## config.mk

```make
export PLATFORM = sky130hd
export DESIGN_NAME = led_error_code_blinker_unit
export DESIGN_NICKNAME = d
export VERILOG_FILES = /design/src/rtl/core/lecb_pkg.sv /design/src/rtl/core/lecb_cfg_regs.sv /design/src/rtl/core/lecb_seq.sv /design/src/rtl/core/led_error_code_blinker_unit.sv
export SDC_FILE = /design/constraint.sdc
export NUM_CORES = 1
export LEC_CHECK = 0
export BUFFER_PORTS_ARGS = -buffer_cell sky130_fd_sc_hd__clkbuf_2
export CAP_MARGIN = 20
export CORE_MARGIN = 2
export CORE_UTILIZATION = 40
export CTS_CLUSTER_SIZE = 12
export DETAILED_ROUTE_END_ITERATION = 8
export SYNTH_ARGS = -nofsm -noshare
export SYNTH_HDL_FRONTEND = slang
export SYNTH_SLANG_ARGS = --single-unit
```

## constraint.sdc

```tcl
create_clock -name clk_i -period 18.9 [get_ports clk_i]
set_input_delay 0 -clock clk_i [delete_from_list [all_inputs] [get_ports clk_i]]
set_output_delay 0 -clock clk_i [all_outputs]
set_load 0.01 [all_outputs]
```

## src/rtl/core/lecb_pkg.sv

```systemverilog
// ----------------------------------------------------------------------------
// LED error code blinker package
// Types, register indexes and reset values shared by the blinker modules.
// ----------------------------------------------------------------------------
package lecb_pkg;

  localparam int unsigned CodeBitsDef   = 32;
  localparam int unsigned CountWidthDef = 24;
  localparam int unsigned CfgWidth      = 24;
  localparam int unsigned CfgIdxWidth   = 3;

  localparam logic [0:0] OP_TICK  = 1'b0;
  localparam logic [0:0] OP_START = 1'b1;

  localparam logic [23:0] GAP_TICKS_RST        = 24'd1000000;
  localparam logic [23:0] BLINK_HALF_TICKS_RST = 24'd50000;
  localparam logic [3:0]  BLINK_COUNT_RST      = 4'd10;
  localparam logic [23:0] BIT_PERIOD_TICKS_RST = 24'd2000000;
  localparam logic [23:0] LONG_ON_TICKS_RST    = 24'd1600000;
  localparam logic [23:0] SHORT_ON_TICKS_RST   = 24'd400000;

  typedef enum logic [CfgIdxWidth-1:0] {
    CFG_GAP_TICKS        = 3'd0,
    CFG_BLINK_HALF_TICKS = 3'd1,
    CFG_BLINK_COUNT      = 3'd2,
    CFG_BIT_PERIOD_TICKS = 3'd3,
    CFG_LONG_ON_TICKS    = 3'd4,
    CFG_SHORT_ON_TICKS   = 3'd5
  } lecb_cfg_idx_e;

  typedef enum logic [2:0] {
    PH_IDLE      = 3'd0,
    PH_GAP1      = 3'd1,
    PH_BLINK_ON  = 3'd2,
    PH_BLINK_OFF = 3'd3,
    PH_GAP2      = 3'd4,
    PH_BIT_ON    = 3'd5,
    PH_BIT_OFF   = 3'd6
  } lecb_phase_e;

  typedef struct packed {
    logic [0:0]  op;
    logic [31:0] error_code;
  } lecb_req_t;

  typedef struct packed {
    logic [0:0] led_on;
    logic [0:0] busy_res;
    logic [0:0] finished;
  } lecb_res_t;

  typedef struct packed {
    logic [23:0] gap_ticks;
    logic [23:0] blink_half_ticks;
    logic [3:0]  blink_count;
    logic [23:0] bit_period_ticks;
    logic [23:0] long_on_ticks;
    logic [23:0] short_on_ticks;
  } lecb_cfg_t;

endpackage

```

## src/rtl/core/lecb_cfg_regs.sv

```systemverilog
// ----------------------------------------------------------------------------
// LED error code blinker configuration registers
// Holds the six timing registers written through the plain write port.
// ----------------------------------------------------------------------------
module lecb_cfg_regs (
  input  logic                                   clk_i,
  input  logic                                   rst_ni,
  input  logic                                   cfg_we_i,
  input  logic [lecb_pkg::CfgIdxWidth-1:0]       cfg_idx_i,
  input  logic [lecb_pkg::CfgWidth-1:0]          cfg_wdata_i,
  output lecb_pkg::lecb_cfg_t                    cfg_o
);
  import lecb_pkg::*;

  lecb_cfg_t cfg_q;
  lecb_cfg_t cfg_d;

  always_comb begin
    cfg_d = cfg_q;
    if (cfg_we_i) begin
      case (cfg_idx_i)
        CFG_GAP_TICKS:        cfg_d.gap_ticks        = cfg_wdata_i;
        CFG_BLINK_HALF_TICKS: cfg_d.blink_half_ticks = cfg_wdata_i;
        CFG_BLINK_COUNT:      cfg_d.blink_count      = cfg_wdata_i[3:0];
        CFG_BIT_PERIOD_TICKS: cfg_d.bit_period_ticks = cfg_wdata_i;
        CFG_LONG_ON_TICKS:    cfg_d.long_on_ticks    = cfg_wdata_i;
        CFG_SHORT_ON_TICKS:   cfg_d.short_on_ticks   = cfg_wdata_i;
        default:              cfg_d = cfg_q;
      endcase
    end
  end

  always_ff @(posedge clk_i or negedge rst_ni) begin
    if (!rst_ni) begin
      cfg_q.gap_ticks        <= GAP_TICKS_RST;
      cfg_q.blink_half_ticks <= BLINK_HALF_TICKS_RST;
      cfg_q.blink_count      <= BLINK_COUNT_RST;
      cfg_q.bit_period_ticks <= BIT_PERIOD_TICKS_RST;
      cfg_q.long_on_ticks    <= LONG_ON_TICKS_RST;
      cfg_q.short_on_ticks   <= SHORT_ON_TICKS_RST;
    end else begin
      cfg_q <= cfg_d;
    end
  end

  assign cfg_o = cfg_q;

endmodule

```

## src/rtl/core/lecb_seq.sv

```systemverilog
// ----------------------------------------------------------------------------
// LED error code blinker sequencer
// Phase, tick counter, blink counter, bit index and stored code, stepped once
// per request, with the result of that request.
// ----------------------------------------------------------------------------
module lecb_seq #(
  parameter int unsigned CODE_BITS   = lecb_pkg::CodeBitsDef,
  parameter int unsigned COUNT_WIDTH = lecb_pkg::CountWidthDef
) (
  input  logic                  clk_i,
  input  logic                  rst_ni,
  input  logic                  step_i,
  input  lecb_pkg::lecb_req_t   req_i,
  input  lecb_pkg::lecb_cfg_t   cfg_i,
  output lecb_pkg::lecb_res_t   res_o
);
  import lecb_pkg::*;

  localparam int unsigned IdxWidth = (CODE_BITS > 1) ? $clog2(CODE_BITS) : 1;

  lecb_phase_e            phase_q, phase_d;
  logic [COUNT_WIDTH-1:0] tick_q, tick_d;
  logic [3:0]             blinks_q, blinks_d;
  logic [IdxWidth-1:0]    bit_idx_q, bit_idx_d;
  logic [CODE_BITS-1:0]   code_q, code_d;

  logic [COUNT_WIDTH-1:0] gap_len, half_len, per_len, on_len, off_len, seg_len;
  logic [COUNT_WIDTH-1:0] tick_nxt;
  logic [3:0]             blinks_nxt;
  logic                   fin;

  function automatic logic [COUNT_WIDTH-1:0] at_least_one(input logic [CfgWidth-1:0] v);
    logic [COUNT_WIDTH-1:0] c;
    c = COUNT_WIDTH'(v);
    return (c == '0) ? COUNT_WIDTH'(1) : c;
  endfunction

  always_comb begin
    gap_len  = at_least_one(cfg_i.gap_ticks);
    half_len = at_least_one(cfg_i.blink_half_ticks);
    per_len  = COUNT_WIDTH'(cfg_i.bit_period_ticks);
    on_len   = code_q[bit_idx_q] ? at_least_one(cfg_i.long_on_ticks)
                                 : at_least_one(cfg_i.short_on_ticks);
    off_len  = (per_len > on_len) ? (per_len - on_len) : '0;

    case (phase_q)
      PH_GAP1, PH_GAP2:          seg_len = gap_len;
      PH_BLINK_ON, PH_BLINK_OFF: seg_len = half_len;
      PH_BIT_ON:                 seg_len = on_len;
      PH_BIT_OFF:                seg_len = off_len;
      default:                   seg_len = COUNT_WIDTH'(1);
    endcase

    tick_nxt   = tick_q + COUNT_WIDTH'(1);
    blinks_nxt = blinks_q + 4'd1;

    phase_d   = phase_q;
    tick_d    = tick_q;
    blinks_d  = blinks_q;
    bit_idx_d = bit_idx_q;
    code_d    = code_q;
    fin       = 1'b0;

    if (step_i) begin
      if (req_i.op == OP_START) begin
        if (phase_q == PH_IDLE) begin
          code_d    = CODE_BITS'(req_i.error_code);
          phase_d   = PH_GAP1;
          tick_d    = '0;
          blinks_d  = '0;
          bit_idx_d = '0;
        end
      end else if (phase_q != PH_IDLE) begin
        if ((tick_nxt == '0) || (tick_nxt >= seg_len)) begin
          tick_d = '0;
          case (phase_q)
            PH_GAP1: begin
              blinks_d = '0;
              phase_d  = (cfg_i.blink_count != 4'd0) ? PH_BLINK_ON : PH_GAP2;
            end
            PH_BLINK_ON: begin
              phase_d = PH_BLINK_OFF;
            end
            PH_BLINK_OFF: begin
              blinks_d = blinks_nxt;
              phase_d  = ((blinks_nxt == 4'd0) || (blinks_nxt >= cfg_i.blink_count))
                         ? PH_GAP2 : PH_BLINK_ON;
            end
            PH_GAP2: begin
              bit_idx_d = IdxWidth'(CODE_BITS - 1);
              phase_d   = PH_BIT_ON;
            end
            PH_BIT_ON, PH_BIT_OFF: begin
              if ((phase_q == PH_BIT_ON) && (off_len != '0)) begin
                phase_d = PH_BIT_OFF;
              end else if (bit_idx_q == '0) begin
                phase_d = PH_IDLE;
                code_d  = '0;
                fin     = 1'b1;
              end else begin
                bit_idx_d = bit_idx_q - IdxWidth'(1);
                phase_d   = PH_BIT_ON;
              end
            end
            default: begin
              phase_d = PH_IDLE;
            end
          endcase
        end else begin
          tick_d = tick_nxt;
        end
      end
    end

    res_o.led_on   = ((phase_d == PH_BLINK_ON) || (phase_d == PH_BIT_ON)) ? 1'b1 : 1'b0;
    res_o.busy_res = (phase_d != PH_IDLE) ? 1'b1 : 1'b0;
    res_o.finished = fin;
  end

  always_ff @(posedge clk_i or negedge rst_ni) begin
    if (!rst_ni) begin
      phase_q   <= PH_IDLE;
      tick_q    <= '0;
      blinks_q  <= '0;
      bit_idx_q <= '0;
      code_q    <= '0;
    end else begin
      phase_q   <= phase_d;
      tick_q    <= tick_d;
      blinks_q  <= blinks_d;
      bit_idx_q <= bit_idx_d;
      code_q    <= code_d;
    end
  end

endmodule

```

## src/rtl/core/led_error_code_blinker_unit.sv

```systemverilog
// ----------------------------------------------------------------------------
// LED error code blinker unit
// The request channel carries either a start request with a 32-bit error code
// or a tick request, normally one per microsecond. Every request produces one
// result on the result channel: the LED level, a busy flag and a finished flag
// that is set only on the tick that ends the display sequence.
// A start request while a sequence is running is ignored and only reports the
// current state. The six timing registers are written through a plain write
// port and may only be changed while no request is in flight.
// A request is captured in the input register when it is accepted, and its
// result is loaded into the result register when the sequencer steps on it.
// Throughput is one request per cycle while the receiver does not stall, as
// the sequencer state registers update on every step. When the receiver
// stalls, the result register holds its content and the input register
// holds one more request; the request channel then stops accepting until the
// result is taken. Reset clears both valid flags, puts the sequencer in idle
// with a cleared code and loads the timing registers with their defaults.
// ----------------------------------------------------------------------------
module led_error_code_blinker_unit #(
  parameter int unsigned CODE_BITS   = lecb_pkg::CodeBitsDef,
  parameter int unsigned COUNT_WIDTH = lecb_pkg::CountWidthDef
) (
  input  logic                               clk_i,
  input  logic                               rst_ni,
  input  logic                               in_valid_i,
  output logic                               in_ready_o,
  input  lecb_pkg::lecb_req_t                in_req_i,
  output logic                               out_valid_o,
  input  logic                               out_ready_i,
  output lecb_pkg::lecb_res_t                out_res_o,
  input  logic                               cfg_we_i,
  input  logic [lecb_pkg::CfgIdxWidth-1:0]   cfg_idx_i,
  input  logic [lecb_pkg::CfgWidth-1:0]      cfg_wdata_i
);
  import lecb_pkg::*;

  lecb_cfg_t cfg;
  lecb_res_t res_d;
  lecb_req_t req_q;
  lecb_res_t res_q;
  logic      req_valid_q;
  logic      res_valid_q;
  logic      advance;
  logic      step;

  assign advance    = !res_valid_q || out_ready_i;
  assign step       = req_valid_q && advance;
  assign in_ready_o = !req_valid_q || advance;

  lecb_cfg_regs u_cfg_regs (
    .clk_i      (clk_i),
    .rst_ni     (rst_ni),
    .cfg_we_i   (cfg_we_i),
    .cfg_idx_i  (cfg_idx_i),
    .cfg_wdata_i(cfg_wdata_i),
    .cfg_o      (cfg)
  );

  lecb_seq #(
    .CODE_BITS  (CODE_BITS),
    .COUNT_WIDTH(COUNT_WIDTH)
  ) u_seq (
    .clk_i (clk_i),
    .rst_ni(rst_ni),
    .step_i(step),
    .req_i (req_q),
    .cfg_i (cfg),
    .res_o (res_d)
  );

  always_ff @(posedge clk_i or negedge rst_ni) begin
    if (!rst_ni) begin
      req_valid_q <= 1'b0;
      res_valid_q <= 1'b0;
    end else begin
      if (in_ready_o) begin
        req_valid_q <= in_valid_i;
      end
      if (advance) begin
        res_valid_q <= req_valid_q;
      end
    end
  end

  always_ff @(posedge clk_i) begin
    if (in_ready_o && in_valid_i) begin
      req_q <= in_req_i;
    end
    if (step) begin
      res_q <= res_d;
    end
  end

  assign out_valid_o = res_valid_q;
  assign out_res_o   = res_q;

endmodule

```

Word level (Yosys, flattened, before mapping):

Index checks and enable logic that the tools add are counted.

* flip-flop bits (word level): 230
* bits of input ports: 65
* output and inout bits: 5
* word-level logic and storage cells: 134

* $add $sub $neg: 4
* magnitude comparators: 4
* equal/unequal tests: 17
* multiplexer cells: 45
* bitwise operators: 3
* reductions and logical operators: 43

Operators with widths (count)
* two-way mux 24 bit: 10
* two-way mux 32 bit: 7
* zero test 24 bit: 5
* one-hot mux 24 bit (4 select lines): 1
* two-way mux 5 bit: 6
* two-way mux 3 bit: 9
* adder 24 x 1 -> 24 bit (second input constant): 1
* greater-or-equal comparator 24 bit: 1
* > comparator 24 bit: 1
* nonzero test 24 bit: 1
* subtractor 24 bit: 1
* == test 3 bit (second input constant): 6
* two-way mux 4 bit: 4
* == test 3 x 2 -> 1 bit (second input constant): 5
* one-hot mux 3 bit (5 select lines): 1
* AND reduction 7 bit: 2
* AND reduction 2 bit: 6
* nonzero test 3 bit: 4
* one-hot mux 5 bit (2 select lines): 1
* one-hot mux 4 bit (2 select lines): 1
* nonzero test 2 bit: 4
* == test 3 x 1 -> 1 bit (second input constant): 2
* zero test 3 bit: 2
* < comparator 5 x 6 -> 1 bit (second input constant): 1
* 19 further kinds: 34

Logic depth before layout (Yosys ltp):

Gate-level depths: netlist of the first run.

* word-level depth: 16
* depth in mapped cells: 37
* mapped depth without buffers: 32

By module:

From an unflattened synthesis of the first run, not the netlist that was laid out.

* cells, all modules: 1180
* area total of the unflattened synthesis: 13269.0 um^2

Modules (own cells, without submodules)
* lecb_seq: times used 1, cells each 869, area an instance 7303.3 um^2, sequential area each 1701.6 um^2
* lecb_cfg_regs: times used 1, cells each 267, area an instance 4780.8 um^2, sequential area each 3145.5 um^2
* led_error_code_blinker_unit: times used 1, cells each 44, area an instance 1184.9 um^2, sequential area each 1131.1 um^2

Worst setup path after synthesis of the first run:

Ideal clock, no wire load.

* kind: reg-to-reg
* from: register u_seq.bit_idx_q[0]
* to: register res_q, in the netlist out_res_o[2] (data pin)
* setup time: 260 ps
* arrival: 7327 ps
* required time: 18640 ps
* slack: 11313 ps
* stages on the path, launching flop included: 33
* path buffers: 4
* period minus slack after synthesis: 7587 ps
* cells stage by stage: dfrtp_1 > clkbuf_1 > mux4_2 > mux4_2 > nor2_1 > a31oi_1 > buf_2 > nor2_1 > clkbuf_1 > a22oi_1 > ha_1 > a21o_1 > a21o_1 > a221oi_2 > nand4_1 > and3_1 > or3_1 > nand3_1 > clkbuf_1 > o22ai_1 > o21ai_0 > ha_1 > a21o_1 > a21o_1 > a21oi_1 > nor2_1 > a211oi_1 > o21ai_0 > a311oi_1 > or4b_1 > a22oi_2 > and2_1 > mux2_2

RTL lines
* start: declaration: line lecb_seq.sv:24 `logic [IdxWidth-1:0] bit_idx_q, bit_idx_d;`
* start signal: assignment: line lecb_seq.sv:131 `bit_idx_q <= bit_idx_d;`
* end signal: assignment: line led_error_code_blinker_unit.sv:90 `res_q <= res_d;`
* end: declaration: line led_error_code_blinker_unit.sv:40 `lecb_res_t res_q;`

Final worst setup path of the first run:

* from: register u_seq.bit_idx_q[0]
* to: register u_seq.tick_q[13]

* longest elaborated chain between the ends: 11
* elaborated cells on any way between the ends: 12
* those cells by class: add/sub (1); order compare (2); mux (8); reduce/logical (1)

RTL lines
* binary-select mux 1 bit (select 5 bit) *: line lecb_seq.sv:42 `on_len = code_q[bit_idx_q] ? at_least_one(cfg_i.long_on_ticks)`
* two-way mux 1 bit (implied by the code) *: line lecb_seq.sv:42
* two-way mux 24 bit *: line lecb_seq.sv:42
* subtractor 24 bit or > comparator 24 bit (tied branches): line lecb_seq.sv:44 `off_len = (per_len > on_len) ? (per_len - on_len) : '0;`
* two-way mux 24 bit: line lecb_seq.sv:44
* one-hot mux 24 bit (4 select lines) *: line lecb_seq.sv:46 `case (phase_q)`
* greater-or-equal comparator 24 bit *: line lecb_seq.sv:74 `if ((tick_nxt == '0) || (tick_nxt >= seg_len)) begin`
* logical OR 1 bit *: line lecb_seq.sv:74
* two-way mux 24 bit *: line lecb_seq.sv:74
* two-way mux 24 bit *: line lecb_seq.sv:73 `end else if (phase_q != PH_IDLE) begin`
* two-way mux 24 bit *: line lecb_seq.sv:65 `if (req_i.op == OP_START) begin`
* end signal: assignment: line lecb_seq.sv:129 `tick_q <= tick_d;`
* end: declaration: line lecb_seq.sv:22 `logic [COUNT_WIDTH-1:0] tick_q, tick_d;`

Every way passes the cells marked *; elsewhere a longest branch is shown, timed or not. The select of a mux whose other input is x is not followed.
A chain may end at the register's enable or synchronous reset.

==> impl_metrics.yaml, run 1 <==
worst_setup_path:
  cp_slowest_cell: "dfrtp_1"
  critical_path.max_stage_delay_ns: 0.77
  critPathMaxFanout: 23
  cp-start-kind: "register"
  arrival_ns: 10.02
  cp-end-kind: "register"
  crit_required_ns: 19.35
  critPathKind: "register to register"
synth:
  syn_area_per_cell_um2: 10.43
  syn_nets: 1389
  netlist-cell-type-count: 83
  synth-edff-count: 36
  seq_area_frac_synth_pct: 45.29
  yosys.area.top_type: "dfrtp_1"
  yosys_register_bits: 230
  ys_top_cells_by_area: "dfrtp_1, mux2_2, edfxtp_1"
  synthesis.area_mm2: 0.01320
  async_flop_share_pct: 84.35
  yosys_warnings: 0
  yosysTopAreaCellShare_pct: 30.33
  synth-main-ff-cell: "dfrtp_1"
  syn_inst: 1265
sta:
  rsz0062_at_grt: "false"
  slew_violations: 0
  timing.final.crit_share_pct: 50.61
  fin_crit_ns: 9.566
  skew_ns: 0.02509
  slew_headroom_pct: 28.99
  finalSetupTns_ns: 0
  clock.fmax_mhz: 104.5
  hold_viol: 0
  worst_pin_slew_ns: 1.056
  setup_viol: 0
clock_network:
  clkTransAtPathRegs_ns: 0.06
  cts_root_buf: "clkbuf_16"
  ctsHoldBuffers: 64
  postCtsSetupRepairBufs: 0
  cts_tree: "built"
  h-tree-depth: 1
  clk_latency_ns: 0.55
  clk_path_buf_depth: 3
  numCtsBuffers: 26
  cts_resized: 0
  clock_sinks: 230
finish:
  nets: 1495
  final_common_cell: "dfrtp_1"
  final_cells: 1833
  syn_to_final_growth_pct: 17.54
  layout-drive-gt1-share_pct: 22.07
  antenna-diode-count: 0
  final_cell_mix: "dfrtp_1, nand2_1, mux2_2"
  fill_cells: 3024
routing:
  postRouteAntennaNets: 0
  dr_total_vias: 10570
  route.met2.wl_um: 16270
  route.detailed.drc: 0
  drt_pass1_iterations: 7
  met3_length_um: 2206
  wl_met1_um: 16820
  routedWlPerCell_um: 19.83
  top_layer: "met4"
  routed_wl_um: 36340
  first_iter_violations: 777
  avgViaCountPerCell: 5.768
grt:
  antenna_found_initial: 0
  grt_pass1_vias: 10120
  grt_first_pass_wirelength_um: 57750
  overflow: 0
  grt_max_degree: 126
  grt_usage_pct: 21.59
pwr:
  cellPowerDensity_mw_per_mm2: 124.8
  peakVddDrop_v: 0.00006951
  power.leakage_nw: 6.527
  p_comb_share_pct: 38.6
  internal-power_mw: 1.218
  netSwitchingFraction_pct: 37.10
  p_seq_share_pct: 34.1
  netSwitchingPower_mw: 0.7186
  clkPwrFrac_pct: 27.3
die:
  core_mm2: 0.03254
  start_util_pct: 40.57
  die-area_mm2: 0.03447
  rows: 66
  io-pin-count: 70
  die_x_um: 185.7
  die_h_um: 185.7
run:
  drv_cap: 0
place:
  dpl.hpwl_um: 25860
  gp_congestion: 0.9493
  dpl.cell_count: 1720
  portBuffers: 69
min_path:
  min_path_type: "input pin to register"
status:
  status: "finished, final reports clean"
-- registers in the layout (all words and copies together), names as in the netlist --
name and flops:
u_seq.phase_q 3, req_q 33, u_seq.code_q 32, out_res_o 3
u_seq.tick_q 24, req_valid_q 1, u_seq.bit_idx_q 5, u_seq.blinks_q 4
u_cfg_regs.cfg_o 124, out_valid_o 1
-- worst paths after layout --
path	from	end	slack [ns]	cells after the start
hold reg to reg	req_q[15]	u_seq.code_q[15]	0.47	1
max in group asynchronous	rst_ni	u_seq.tick_q[9]	17.30	3
setup / recovery	u_seq.bit_idx_q[0]	u_seq.tick_q[13]	9.33	29
setup reg to reg	u_seq.bit_idx_q[0]	u_seq.tick_q[13]	9.33	29
min in group asynchronous	rst_ni	u_cfg_regs.cfg_o[13]	0.14	2
hold / removal	cfg_idx_i[0]	u_cfg_regs.cfg_o[73]	0.04	5
-- synthesized netlist by cell type (9+ instances only) --
cell,count
clkbuf_1,57
xor2_1,22
inv_1,36
a22o_1,34
dfstp_2,34
a22oi_1,18
a31oi_1,13
a21oi_1,65
edfxtp_1,36
a221o_1,14
a21o_1,20
a221oi_1,15
nand2_1,114
nor2_1,64
nand3_1,24
and3_1,10
nor2b_1,9
nor4_1,28
nor3_1,18
nand4_1,21
o21ai_0,91
mux2i_1,12
mux2_2,110
o22ai_1,13
dfrtp_1,160
xnor2_1,21
ha_1,58
nand2b_1,10
-- cell type report --
| cell class | count | area (µm²) | area share (%) |
|---|---|---|---|
| clock buffers | 38 | 747.0 | 4.815 |
| clock inverters | 10 | 148.9 | 0.9598 |
| inverters | 38 | 142.6 | 0.9194 |
| multi-input cells | 928 | 6835 | 44.06 |
| flip-flops and latches | 230 | 5979 | 38.54 |
| well taps | 442 | 553.0 | 3.565 |
| repair buffers | 147 | 1107 | 7.138 |
-- worst max-delay path: cells and delay by family, from the launching register on --
family / cells / cell delay (ns)
AO/OA/AOI/OAI: 14 / 3.20
adder cells (fa/ha/maj): 2 / 0.85
buffers and inverters: 1 / 0.18
flip-flops: 1 / 0.77
multiplexers: 2 / 1.08
AND/OR/NAND/NOR: 10 / 3.38
-- cell families after synthesis --
kind of cell    count (synthesis)  synth area share [%]
simple gates                  349                 13.53
compound gates                348                 18.03
flops                         230                 45.29
mux                           129                 11.49
buf+inv                       107                 3.157
fa+ha+maj                      59                 5.650
xor+xnor                       43                 2.853
-- routing by layer --
metal  up-vias  track usage, %
met5         -               0
li1       4986               -
met3        65           3.307
met4         0           7.055
met1      5176           31.55
met2       346           32.78
-- power by group through the flow --
stage                     Combinational [mW]  Clock [mW]  Sequential, mW
after floorplan                        0.523           0           0.641
after global placement                 0.717           0           0.667
after detailed placement               0.722           0           0.667
after CTS                              0.737       0.544           0.659
after global routing                   0.820       0.567           0.670
final                                  0.747       0.529           0.660
-- through the flow --
stage          util (%)  hold WS [ns]  total power [mW]  worst slack, ns  area, µm²
2_1_floorplan         -       -0.2956             1.163            11.31      13200
3_3_place_gp      42.91        0.1762             1.383            9.644      13960
3_5_place_dp      42.91        0.1786             1.389            9.275      13960
4_1_cts           47.64       0.02116             1.940            9.253      15500
5_1_grt           47.68        0.1142             2.056            8.457      15510
6_report          47.68       0.04247             1.937            9.334      15510
Note: power is estimated with default switching activity, not from simulation.
==> inputs of run 2 (changes only) <==
==> constraint.sdc (replaced) <==
create_clock -name clk_i -period 7.72 [get_ports clk_i]
set_input_delay 0 -clock clk_i [delete_from_list [all_inputs] [get_ports clk_i]]
set_output_delay 0 -clock clk_i [all_outputs]
set_load 0.01 [all_outputs]
==> run 2 against run 1 <==
  * The flow now finishes with violations (hold timing)
  * Utilization rose by 0.67 points
  * Flip-flop and latch count stayed put
  * Register-to-register slack worse by 8.9 ns
  * Non-clock buffer count increased by 21
  * Die area is the same
  * Cell count up 1.1%
  * Clock power up 130%
  * Critical path type unchanged
  * Critical endpoint is now out_res_o[2]
==> impl_metrics.yaml, run 2 (synthesis gave the netlist of run 1 again) <==
die:
  die_h_um: 185.7
  die_x_um: 185.7
  die-area_mm2: 0.03447
  core_mm2: 0.03254
  rows: 66
  start_util_pct: 40.57
  io-pin-count: 70
clock_network:
  h-tree-depth: 1
  clk_latency_ns: 0.54
  clk_path_buf_depth: 3
  cts_tree: "built"
  cts_root_buf: "clkbuf_16"
  numCtsBuffers: 26
  clock_sinks: 230
  clkTransAtPathRegs_ns: 0.06
worst_setup_path:
  crit_top_cell: "a21o_1"
  arrival_ns: 7.57
  crit_required_ns: 7.99
  r2r-end: "out_res_o[2]"
  ff2ff_path_depth: 31
  cp-end-kind: "register"
  cp_slowest_cell: "mux4_2"
  rrSetupSlack_ns: 0.42
  critPathMaxFanout: 15
  critical_path.max_stage_delay_ns: 0.51
  cp-start-kind: "register"
  r2r-start: "u_seq.bit_idx_q[0]"
  critPathKind: "register to register"
finish:
  largest_reg_flops: 124
  final_cell_mix: "dfrtp_1, nand2_1, mux2_2"
  layout-drive-gt1-share_pct: 24.45
  final_common_cell: "dfrtp_1"
  nets: 1516
  antenna-diode-count: 0
  syn_to_final_growth_pct: 19.18
  final_cell_area_mm2: 0.01573
  final_cells: 1853
  fill_cells: 3040
  finalCoreUtilization_pct: 48.35
routing:
  avgViaCountPerCell: 5.775
  routed_wl_um: 37430
  first_iter_violations: 764
  route.detailed.drc: 0
  routedWlPerCell_um: 20.20
  drt_pass1_iterations: 6
  postRouteAntennaNets: 0
  dr_total_vias: 10700
sta:
  whs_ns: -0.01051
  rsz0062_at_grt: "false"
  slew_headroom_pct: 33.41
  fin_crit_ns: 7.299
  worst_pin_slew_ns: 0.9907
  slew_violations: 0
  clock.fmax_mhz: 137.0
  finalSetupTns_ns: 0
  skew_ns: 0.02230
  timing.final.crit_share_pct: 94.54
  hold_viol: 8
  setup_ws_ns: 0.4215
  setup_viol: 0
grt:
  grt_pass1_vias: 10210
  grt_max_degree: 80
  grt_usage_pct: 21.96
  antenna_found_initial: 0
  overflow: 0
  grt_first_pass_wirelength_um: 58980
min_path:
  min_path_type: "input pin to async pin"
status:
  status: "complete, but fails checks"
  violations: "hold timing"
run:
  drv_cap: 0
pwr:
  power_mw: 4.792
  netSwitchingPower_mw: 1.820
  netSwitchingFraction_pct: 37.97
  cellPowerDensity_mw_per_mm2: 304.6
  peakVddDrop_v: 0.0001752
  p_comb_share_pct: 40.3
  power.leakage_nw: 6.614
  internal-power_mw: 2.972
  p_seq_share_pct: 33.8
  clkPwrFrac_pct: 25.9
place:
  post_dp_cell_area_mm2: 0.01415
  dpl.cell_count: 1742
  portBuffers: 69
  gp_congestion: 0.9225
  dpl.hpwl_um: 26920
  dp_slack_ns: 0.03500
## run 2: cell count changes in the layout (fill, tap and decap cells not counted), moves of 2 or more
cell        previous run  this run
o21ai_1                0         6
a22oi_1               18        15
nand2_1              114       112
buf_12                 0         2
buf_4                 13        34
a21oi_1               65        61
o21ai_0               91        85
nand2_2                0         2
bufinv_16              4         2
a21oi_2                0         4
clkinvlp_4             0         2
a22oi_2                1         4
clkinv_2               5         2
## run 2: metal layers
metal	vias to the layer above	GRT usage, %	part of all wire (%)
li1	5029	-	-
met1	5295	32.68	47
met2	318	33.97	45
met3	59	2.544	5.0
met4	0	5.638	2.3
met5	-	0	0
## run 2: worst max path at each step
stage                                   from               end  slack [ns]  cells past startpoint
after floorplan           u_seq.bit_idx_q[0]      out_res_o[2]        0.13                     32
after detailed placement  u_seq.bit_idx_q[0]  u_seq.tick_q[17]        0.04                     31
final                     u_seq.bit_idx_q[0]      out_res_o[2]        0.42                     31
after global routing      u_seq.bit_idx_q[0]      out_res_o[2]      0.0008                     30
after global placement    u_seq.bit_idx_q[0]      out_res_o[2]        0.09                     31
after CTS                 u_seq.bit_idx_q[0]   u_seq.tick_q[6]      -0.004                     31
## run 2: final cells by class
cell class | instances | area (µm²) | area share [%]
Clock buffer | 38 | 757.0 | 4.812
Clock inverter | 9 | 101.3 | 0.6443
Inverter | 38 | 142.6 | 0.9068
Multi-Input combinational cell | 928 | 6917 | 43.97
Sequential cell | 230 | 5979 | 38.01
Tap cell | 442 | 553.0 | 3.516
Timing Repair Buffer | 168 | 1280 | 8.137
## run 2: critical path: cells and delay by family (launching register included)
kind / cells / cell delay [ns]
and+or+nand+nor: 8 / 1.40
AOI/OAI and AO/OA: 15 / 3.02
buffers and inverters: 2 / 0.22
adders and majority gates: 3 / 0.83
muxes: 3 / 1.23
DFF: 1 / 0.37
## run 2: timing repair
item | 4_1_cts | 5_1_grt
setup endpoints to repair | 1 | 67
buffers inserted | 0 | 1
resized for setup | 0 | 25
hold buffers | 63 | 0
cloned | 0 | 0
hold endpoints to repair | 215 | 0
pin swaps | 0 | 5
## run 2: power by group through the flow
stage | Sequential, mW | Clock (mW) | Combinational (mW)
final | 1.62 | 1.24 | 1.93
after global routing | 1.64 | 1.32 | 2.10
after CTS | 1.62 | 1.27 | 1.88
after detailed placement | 1.63 | 0 | 1.84
after global placement | 1.63 | 0 | 1.83
after floorplan | 1.57 | 0 | 1.28
